`src/rtl/core/jls_pkg.sv`:
```
// ----------------------------------------------------------------------------
// Jacobi solver package
// Shared constants, codes, controller states and the control/status bundles.
// ----------------------------------------------------------------------------
package jls_pkg;

	localparam int MAX_N     = 64;
	localparam int IDX_W     = 6;
	localparam int CNT_W     = 7;
	localparam int VAL_W     = 32;
	localparam int FRAC_W    = 16;
	localparam int SWEEP_W   = 16;
	localparam int CFG_IDX_W = 2;
	localparam int CFG_DAT_W = 16;
	localparam int MAT_AW    = 2 * IDX_W;
	localparam int DIV_STEPS = 2 * FRAC_W + 1;
	localparam int DIV_CW    = 6;

	localparam logic signed [VAL_W-1:0] VMAX = {1'b0, {(VAL_W-1){1'b1}}};
	localparam logic signed [VAL_W-1:0] VMIN = {1'b1, {(VAL_W-1){1'b0}}};

	// Input operation codes.
	typedef enum logic [1:0] {
		OP_LOAD_MAT = 2'd0,
		OP_LOAD_RHS = 2'd1,
		OP_LOAD_SOL = 2'd2,
		OP_START    = 2'd3
	} op_t;

	// Configuration register indexes.
	localparam logic [CFG_IDX_W-1:0] REG_SIZE   = 2'd0;
	localparam logic [CFG_IDX_W-1:0] REG_SWEEPS = 2'd1;

	typedef enum logic [4:0] {
		ST_IDLE,
		ST_CHK_RD,
		ST_CHK_TST,
		ST_ERR,
		ST_RCP_RD,
		ST_RCP_LD,
		ST_RCP_DIV,
		ST_RCP_WR,
		ST_ROW_START,
		ST_TERM_RD,
		ST_TERM_MUL,
		ST_TERM_RND,
		ST_TERM_ACC,
		ST_ROW_DIFF,
		ST_ROW_MUL,
		ST_ROW_RND,
		ST_ROW_WR,
		ST_COPY_RD,
		ST_COPY_WR,
		ST_EMIT_RD,
		ST_EMIT_WR
	} state_t;

	// Commands from the controller to the datapath.
	typedef struct packed {
		logic             load_en;
		logic [IDX_W-1:0] mat_row;
		logic [IDX_W-1:0] mat_col;
		logic [IDX_W-1:0] vec_idx;
		logic [IDX_W-1:0] sol_idx;
		logic             rcp_we;
		logic             nxt_we;
		logic             copy_we;
		logic             div_start;
		logic             mul_en;
		logic             mul_final;
		logic             rnd_en;
		logic             acc_clr;
		logic             acc_en;
		logic             diff_en;
		logic             out_load;
		logic             out_err;
		logic             out_last;
	} cmd_t;

	// Status from the datapath to the controller.
	typedef struct packed {
		logic div_busy;
		logic diag_zero;
		logic out_free;
	} stat_t;

endpackage

```
`src/rtl/core/jls_ctrl.sv`:
```
// ----------------------------------------------------------------------------
// Jacobi solver controller
// Holds configuration and loop counters and sequences the datapath.
// ----------------------------------------------------------------------------
module jls_ctrl (
	input  logic                           clk,
	input  logic                           arst_n,
	input  logic                           req_valid,
	input  logic [1:0]                     req_op,
	output logic                           req_ready,
	input  logic                           cfg_valid,
	input  logic [jls_pkg::CFG_IDX_W-1:0]  cfg_index,
	input  logic [jls_pkg::CFG_DAT_W-1:0]  cfg_data,
	output jls_pkg::cmd_t                  cmd,
	input  jls_pkg::stat_t                 stat
);

	jls_pkg::state_t state_q, state_d;
	logic [jls_pkg::CNT_W-1:0]   i_q, i_d, j_q, j_d, n_q, n_d, size_q, n_sat;
	logic [jls_pkg::SWEEP_W-1:0] s_q, s_d, sweeps_q;
	logic                        i_last;

	// Configuration registers; the user is to write them only while idle, which the block does not enforce.
	always_ff @(posedge clk or negedge arst_n) begin
		if (!arst_n) begin
			size_q   <= jls_pkg::CNT_W'(1);
			sweeps_q <= jls_pkg::SWEEP_W'(1);
		end else if (cfg_valid) begin
			if (cfg_index == jls_pkg::REG_SIZE)
				size_q <= cfg_data[jls_pkg::CNT_W-1:0];
			else if (cfg_index == jls_pkg::REG_SWEEPS)
				sweeps_q <= cfg_data;
		end
	end

	// State and counters.
	always_ff @(posedge clk or negedge arst_n) begin
		if (!arst_n) begin
			state_q <= jls_pkg::ST_IDLE;
			i_q     <= '0;
			j_q     <= '0;
			s_q     <= '0;
			n_q     <= '0;
		end else begin
			state_q <= state_d;
			i_q     <= i_d;
			j_q     <= j_d;
			s_q     <= s_d;
			n_q     <= n_d;
		end
	end

	assign n_sat  = (size_q > jls_pkg::CNT_W'(jls_pkg::MAX_N)) ?
		jls_pkg::CNT_W'(jls_pkg::MAX_N) : size_q;
	assign i_last = (i_q + 1'b1) == n_q;

	// Next state and commands.
	always_comb begin
		state_d = state_q;
		i_d = i_q;
		j_d = j_q;
		s_d = s_q;
		n_d = n_q;
		req_ready = 1'b0;
		cmd = '0;
		cmd.mat_row = i_q[jls_pkg::IDX_W-1:0];
		cmd.mat_col = i_q[jls_pkg::IDX_W-1:0];
		cmd.vec_idx = i_q[jls_pkg::IDX_W-1:0];
		cmd.sol_idx = i_q[jls_pkg::IDX_W-1:0];
		unique case (state_q)
			jls_pkg::ST_IDLE: begin
				req_ready = 1'b1;
				cmd.load_en = req_valid && (req_op != jls_pkg::OP_START);
				if (req_valid && req_op == jls_pkg::OP_START) begin
					n_d = n_sat;
					i_d = '0;
					state_d = (n_sat == '0) ? jls_pkg::ST_ERR : jls_pkg::ST_CHK_RD;
				end
			end
			jls_pkg::ST_CHK_RD: state_d = jls_pkg::ST_CHK_TST;
			jls_pkg::ST_CHK_TST: begin
				if (stat.diag_zero) begin
					state_d = jls_pkg::ST_ERR;
				end else if (i_last) begin
					i_d = '0;
					state_d = jls_pkg::ST_RCP_RD;
				end else begin
					i_d = i_q + 1'b1;
					state_d = jls_pkg::ST_CHK_RD;
				end
			end
			jls_pkg::ST_ERR: begin
				if (stat.out_free) begin
					cmd.out_load = 1'b1;
					cmd.out_err = 1'b1;
					cmd.out_last = 1'b1;
					state_d = jls_pkg::ST_IDLE;
				end
			end
			jls_pkg::ST_RCP_RD: state_d = jls_pkg::ST_RCP_LD;
			jls_pkg::ST_RCP_LD: begin
				cmd.div_start = 1'b1;
				state_d = jls_pkg::ST_RCP_DIV;
			end
			jls_pkg::ST_RCP_DIV: if (!stat.div_busy) state_d = jls_pkg::ST_RCP_WR;
			jls_pkg::ST_RCP_WR: begin
				cmd.rcp_we = 1'b1;
				if (i_last) begin
					i_d = '0;
					s_d = '0;
					state_d = (sweeps_q == '0) ? jls_pkg::ST_EMIT_RD : jls_pkg::ST_ROW_START;
				end else begin
					i_d = i_q + 1'b1;
					state_d = jls_pkg::ST_RCP_RD;
				end
			end
			jls_pkg::ST_ROW_START: begin
				cmd.acc_clr = 1'b1;
				j_d = '0;
				state_d = jls_pkg::ST_TERM_RD;
			end
			jls_pkg::ST_TERM_RD: begin
				cmd.mat_col = j_q[jls_pkg::IDX_W-1:0];
				cmd.sol_idx = j_q[jls_pkg::IDX_W-1:0];
				if (j_q == n_q) begin
					state_d = jls_pkg::ST_ROW_DIFF;
				end else if (j_q == i_q) begin
					j_d = j_q + 1'b1;
				end else begin
					state_d = jls_pkg::ST_TERM_MUL;
				end
			end
			jls_pkg::ST_TERM_MUL: begin
				cmd.mul_en = 1'b1;
				state_d = jls_pkg::ST_TERM_RND;
			end
			jls_pkg::ST_TERM_RND: begin
				cmd.rnd_en = 1'b1;
				state_d = jls_pkg::ST_TERM_ACC;
			end
			jls_pkg::ST_TERM_ACC: begin
				cmd.acc_en = 1'b1;
				j_d = j_q + 1'b1;
				state_d = jls_pkg::ST_TERM_RD;
			end
			jls_pkg::ST_ROW_DIFF: begin
				cmd.diff_en = 1'b1;
				state_d = jls_pkg::ST_ROW_MUL;
			end
			jls_pkg::ST_ROW_MUL: begin
				cmd.mul_en = 1'b1;
				cmd.mul_final = 1'b1;
				state_d = jls_pkg::ST_ROW_RND;
			end
			jls_pkg::ST_ROW_RND: begin
				cmd.rnd_en = 1'b1;
				state_d = jls_pkg::ST_ROW_WR;
			end
			jls_pkg::ST_ROW_WR: begin
				cmd.nxt_we = 1'b1;
				if (i_last) begin
					i_d = '0;
					state_d = jls_pkg::ST_COPY_RD;
				end else begin
					i_d = i_q + 1'b1;
					state_d = jls_pkg::ST_ROW_START;
				end
			end
			jls_pkg::ST_COPY_RD: state_d = jls_pkg::ST_COPY_WR;
			jls_pkg::ST_COPY_WR: begin
				cmd.copy_we = 1'b1;
				if (i_last) begin
					i_d = '0;
					if ((s_q + 1'b1) == sweeps_q) begin
						state_d = jls_pkg::ST_EMIT_RD;
					end else begin
						s_d = s_q + 1'b1;
						state_d = jls_pkg::ST_ROW_START;
					end
				end else begin
					i_d = i_q + 1'b1;
					state_d = jls_pkg::ST_COPY_RD;
				end
			end
			jls_pkg::ST_EMIT_RD: state_d = jls_pkg::ST_EMIT_WR;
			jls_pkg::ST_EMIT_WR: begin
				if (stat.out_free) begin
					cmd.out_load = 1'b1;
					cmd.out_last = i_last;
					if (i_last) begin
						state_d = jls_pkg::ST_IDLE;
					end else begin
						i_d = i_q + 1'b1;
						state_d = jls_pkg::ST_EMIT_RD;
					end
				end
			end
			default: state_d = jls_pkg::ST_IDLE;
		endcase
	end

endmodule

```
`config.mk`:
```
export PLATFORM = sky130hd
export DESIGN_NAME = jls_ctrl
export DESIGN_NICKNAME = d
export VERILOG_FILES = /design/src/rtl/core/jls_pkg.sv /design/src/rtl/core/jls_ctrl.sv
export SDC_FILE = /design/constraint.sdc
export NUM_CORES = 1
export LEC_CHECK = 0
export BUFFER_PORTS_ARGS = -buffer_cell sky130_fd_sc_hd__buf_2
export CORE_UTILIZATION = 40
export CTS_CLUSTER_DIAMETER = 40
export DETAILED_ROUTE_END_ITERATION = 16
export GPL_TIMING_DRIVEN = 0
export PLACE_DENSITY = 0.7
export SYNTH_ARGS = -nofsm -noshare
export SYNTH_HDL_FRONTEND = slang
export SYNTH_SLANG_ARGS = --single-unit
```
`constraint.sdc`:
```
create_clock -name clk -period 6.3 [get_ports clk]
set_input_delay 0.63 -clock clk [delete_from_list [all_inputs] [get_ports clk]]
set_output_delay 0.63 -clock clk [all_outputs]
set_load 0.01 [all_outputs]
```
==> Yosys cells after proc, flatten, opt, wreduce, memory -nomap -nowiden <==
Index checks and enable logic that the tools add are counted.
{ "op_classes": {"n_mux": 49, "n_eq_ne": 39, "n_mul": 0, "div": 0, "n_lt_le_gt_ge": 1, "reduce_logical": 20, "n_addsub": 3, "bitwise_logic": 1, "shift": 0} }
{ "ops": {"columns": ["operator", "count"], "rows": [
  ["$pmux 5 s20", 1],
  ["$mux 5", 12],
  ["$mux 7", 8],
  ["$mux 16", 3],
  ["$eq 5x4->1 const B", 8],
  ["$pmux 16 s2", 1],
  ["$pmux 7 s4", 1],
  ["$eq 5x5->1 const B", 5],
  ["$ne 2x2->1 const B", 12],
  ["$eq 7x7->1", 3],
  ["$pmux 7 s3", 1],
  ["$eq 5x3->1 const B", 4],
  ["$add 16x1->16 const B", 1],
  ["$eq 16x16->1", 1],
  ["$logic_not 16->1", 1],
  ["$mux 1", 15],
  ["$add 7x1->7 const B", 2],
  ["$eq 5x2->1 const B", 2],
  ["$reduce_and 5->1", 2],
  ["$mux 3", 3],
  ["$gt 7x7->1 const B", 1],
  ["$logic_not 7->1", 1],
  ["$mux 6", 1],
  ["$reduce_and 3->1", 2],
  ["other kinds (17)", 22]
]} }
{ "totals": {"latch_bits": 0, "romBits": 0, "inputBits": 27, "mem_bits_rw": 0, "n_memories": 0, "regBits": 65} }

==> Longest topological paths before layout <==
{ "logic_depth": {"depth_word": 6, "mapped_depth": 11, "ltp_nobuf": 8} }

==> Worst setup path before layout <==
Ideal clock, no wire load.
{ "synth_timing": {"path_kind": "register to output", "start": "reg i_q[1] (netlist name)", "end": "out cmd[0] (netlist name)", "arrival_ns": 2.292, "required_ns": 5.670, "path_buffers": 2, "slack_ns": 3.378, "stages_incl_launch_ff": 11, "cell_sequence": "dfrtp_1 > ha_1 > nand3_1 > or3_1 > a21oi_1 > nand3_1 > buf_2 > buf_2 > nor2_1 > a21oi_1 > nor2_1"} }
{ "synth_lines": {"columns": ["element", "line", "text"], "rows": [
  ["start: declaration", "jls_ctrl.sv:19", "logic [jls_pkg::CNT_W-1:0] i_q, i_d, j_q, j_d, n_q, n_d, size_q, n_sat;"],
  ["start signal: assignment", "jls_ctrl.sv:46", "i_q <= i_d;"],
  ["end: declaration", "jls_ctrl.sv:14", "output jls_pkg::cmd_t cmd,"]
]} }

==> results.cfg <==
[grt]
use_met1_pct = 30.2
grt_start_max_net_pins = 66
grt_pass1_vias = 4245
grt_busiest_layer = met2
antenna_found_initial = 0
grt_use_met3_pct = 4.50
grt_overflow = 0
grt_util_met2_pct = 34.5
grt_pass1_wl_mm = 22.1
gr-usage-all-layers_pct = 21.8

[sta]
worstMarginPinSlew_ns = 1.25
post-route-period-util_pct = 61.3
layout_setup_ws_ns = 2.44
clock_skew_ns = 0.00486
finalSetupViolCount = 0
slew_viol_final = 0
hold_violations = 0
rsz0062_at_grt = no
finalCriticalPeriod_ns = 3.86
setup-tns-final_ns = 0
max_freq_ghz = 0.259
slew-limit-headroom_pct = 16.2

[synth]
synth_edf_count = 0
synth_seq_cells = 65
async_reset_ff_share_pct = 100
yosys_warnings = 0
synth_flop_cell = dfrtp_1
synthCells = 568
netlist_area_um2 = 4910
yosys.cell_types.count = 63
syn-num-nets = 598
avgSynthCellArea_um2 = 8.64
synth_seq_area_share_pct = 33.2

[clock_network]
clk_latency_ns = 0.34
path_clk_slew_ns = 0.06
h-tree-depth = 3
post_cts_buffers = 0
cts_tree = done
cts_hold_buf = 0
cts_buffers = 9
cts.sinks = 65
clockBufferDepth = 2
cts_resized = 0
root_buffer = clkbuf_16

[placement]
place_hpwl_mm = 9.80
place_congestion = 0.913
port_buffers = 65
place_worst_setup_slack_ns = 2.83

[cells_and_area]
drive_gt1_share_pct = 27.0
final_nets = 674
n_antenna_cell = 0
areaGrowthSynthToFinish_pct = 16.6
fin_util_pct = 47.7

[routing]
wl_per_cell_um = 16.9
totalWireLength_mm = 13.5
remaining_drc_errors = 0
vias = 4625
drt_first_pass_iters = 5
ant_nets = 0
drt_iter0_markers = 370
routed_via_density = 5.81

[worst_hold_path]
hold_class = input pin to async pin

[worst_setup_path]
end_kind = output pin
cp.arrival_ns = 3.23
startpoint_type = flop
path_class = flop to output pin
required_ns = 5.67
crit_path_max_fanout = 10

[floorplan]
die_height_um = 113
io_pins = 66
rows = 40
dieArea_um2 = 12700
initial_core_util_pct = 40.9
core_um2 = 12000
dieWidth_um = 113

[pwr]
p_leak_nw = 2.58
power.density_nw_per_um2 = 349
irDropWorstVdd_uv = 180
power_mw = 2.00

[flow_run]
max-cap-violations = 0

[run_status]
outcome = complete, no violations
==> flip-flops by register name, summed over array words and instances (netlist names) <==
signal	count
n_q	7
size_q	7
i_q	7
state_q	5
j_q	7
sweeps_q	16
s_q	16
==> where the power goes <==
| part | internal (mW) | switching, mW | total, mW |
|---|---|---|---|
| sequential | 0.494 | 0.0836 | 0.577 |
| combinational | 0.363 | 0.549 | 0.912 |
| clock | 0.317 | 0.193 | 0.510 |
==> logic make-up (layout without fill, tap and decap cells) <==
kind of cell               after synthesis  in the layout  share of synthesized area (%)
AOI/OAI and AO/OA                      114            114                           16.8
DFF                                     65             65                           33.2
muxes                                   32             32                           7.29
buffers and inverters                   76            157                           8.31
adders and majority gates                3              3                          0.765
xor gates and xnor gates                51             51                           9.38
and+or+nand+nor                        227            227                           24.3
==> metrics by stage <==
stage | hold WS [ns] | cells | instance area, µm²
floorplan | 0.334 | 568 | 4910
global placement | 0.525 | 780 | 5420
detailed placement | 0.523 | 780 | 5420
CTS | 0.434 | 796 | 5730
global route | 0.454 | 796 | 5730
finish | 0.373 | 796 | 5730
==> Yosys cell counts (17+ instances only) <==
cell       n  area share (%)
buf_4     24             3.7
nor2_1    36             2.8
a21oi_1   21             2.1
clkbuf_1  23             1.8
nand3_1   25             2.5
o21ai_0   27             2.8
mux2_2    30             6.9
dfrtp_1   63              32
nand2_1   60             4.6
xnor2_1   28             5.0
nor3_1    17             1.7
xor2_1    22             3.9
==> final cells by class <==
class                      instances  area [µm²]
buffer                            64         363
clock buffer                      10         239
clock inverter                     6        66.3
fill                            1156        6280
inverter                          12        45.0
multi-input combinational        427        2870
sequential                        65        1630
tap                              147         184
timing repair buffer              65         328
==> layout by cell type (no fill, tap or decap), types with 23 or more instances in the layout <==
master    instances
buf_2            78
dfrtp_1          63
nand2_1          60
nor2_1           36
mux2_2           30
xnor2_1          28
o21ai_0          27
nand3_1          25
buf_4            25
clkbuf_1         23
==> worst max-delay path, stage by stage, from the launching register on <==
cell and delay [ns]:
dfrtp_1 0.49, ha_1 0.34, nand3_1 0.20, or3_1 0.41, a21oi_1 0.32, nand3_1 0.23, buf_2 0.26, buf_2 0.21
nor2_1 0.13, a21oi_1 0.05, nor2_1 0.10, buf_2 0.14
==> worst paths after layout <==
path / from / endpoint / slack [ns] / cells past startpoint
min reg2reg: size_q[1] / size_q[1] / 0.53 / 1
min in group clk: cfg_data[12] / sweeps_q[12] / 0.53 / 2
min: arst_n / state_q[2] / 0.37 / 1
max: i_q[1] / cmd[0] / 2.44 / 11
max reg2reg: s_q[0] / s_q[7] / 2.93 / 9
max in group asynchronous: arst_n / j_q[3] / 5.35 / 1
==> metal layers <==
| metal | part of all wire [%] | vias to the layer above |
|---|---|---|
| met1 | 45 | 2259 |
| met5 | 0 | - |
| met4 | 1.6 | 0 |
| li1 | - | 2176 |
| met3 | 5.8 | 22 |
| met2 | 47 | 168 |
Note: power is estimated with default switching activity, not from simulation.
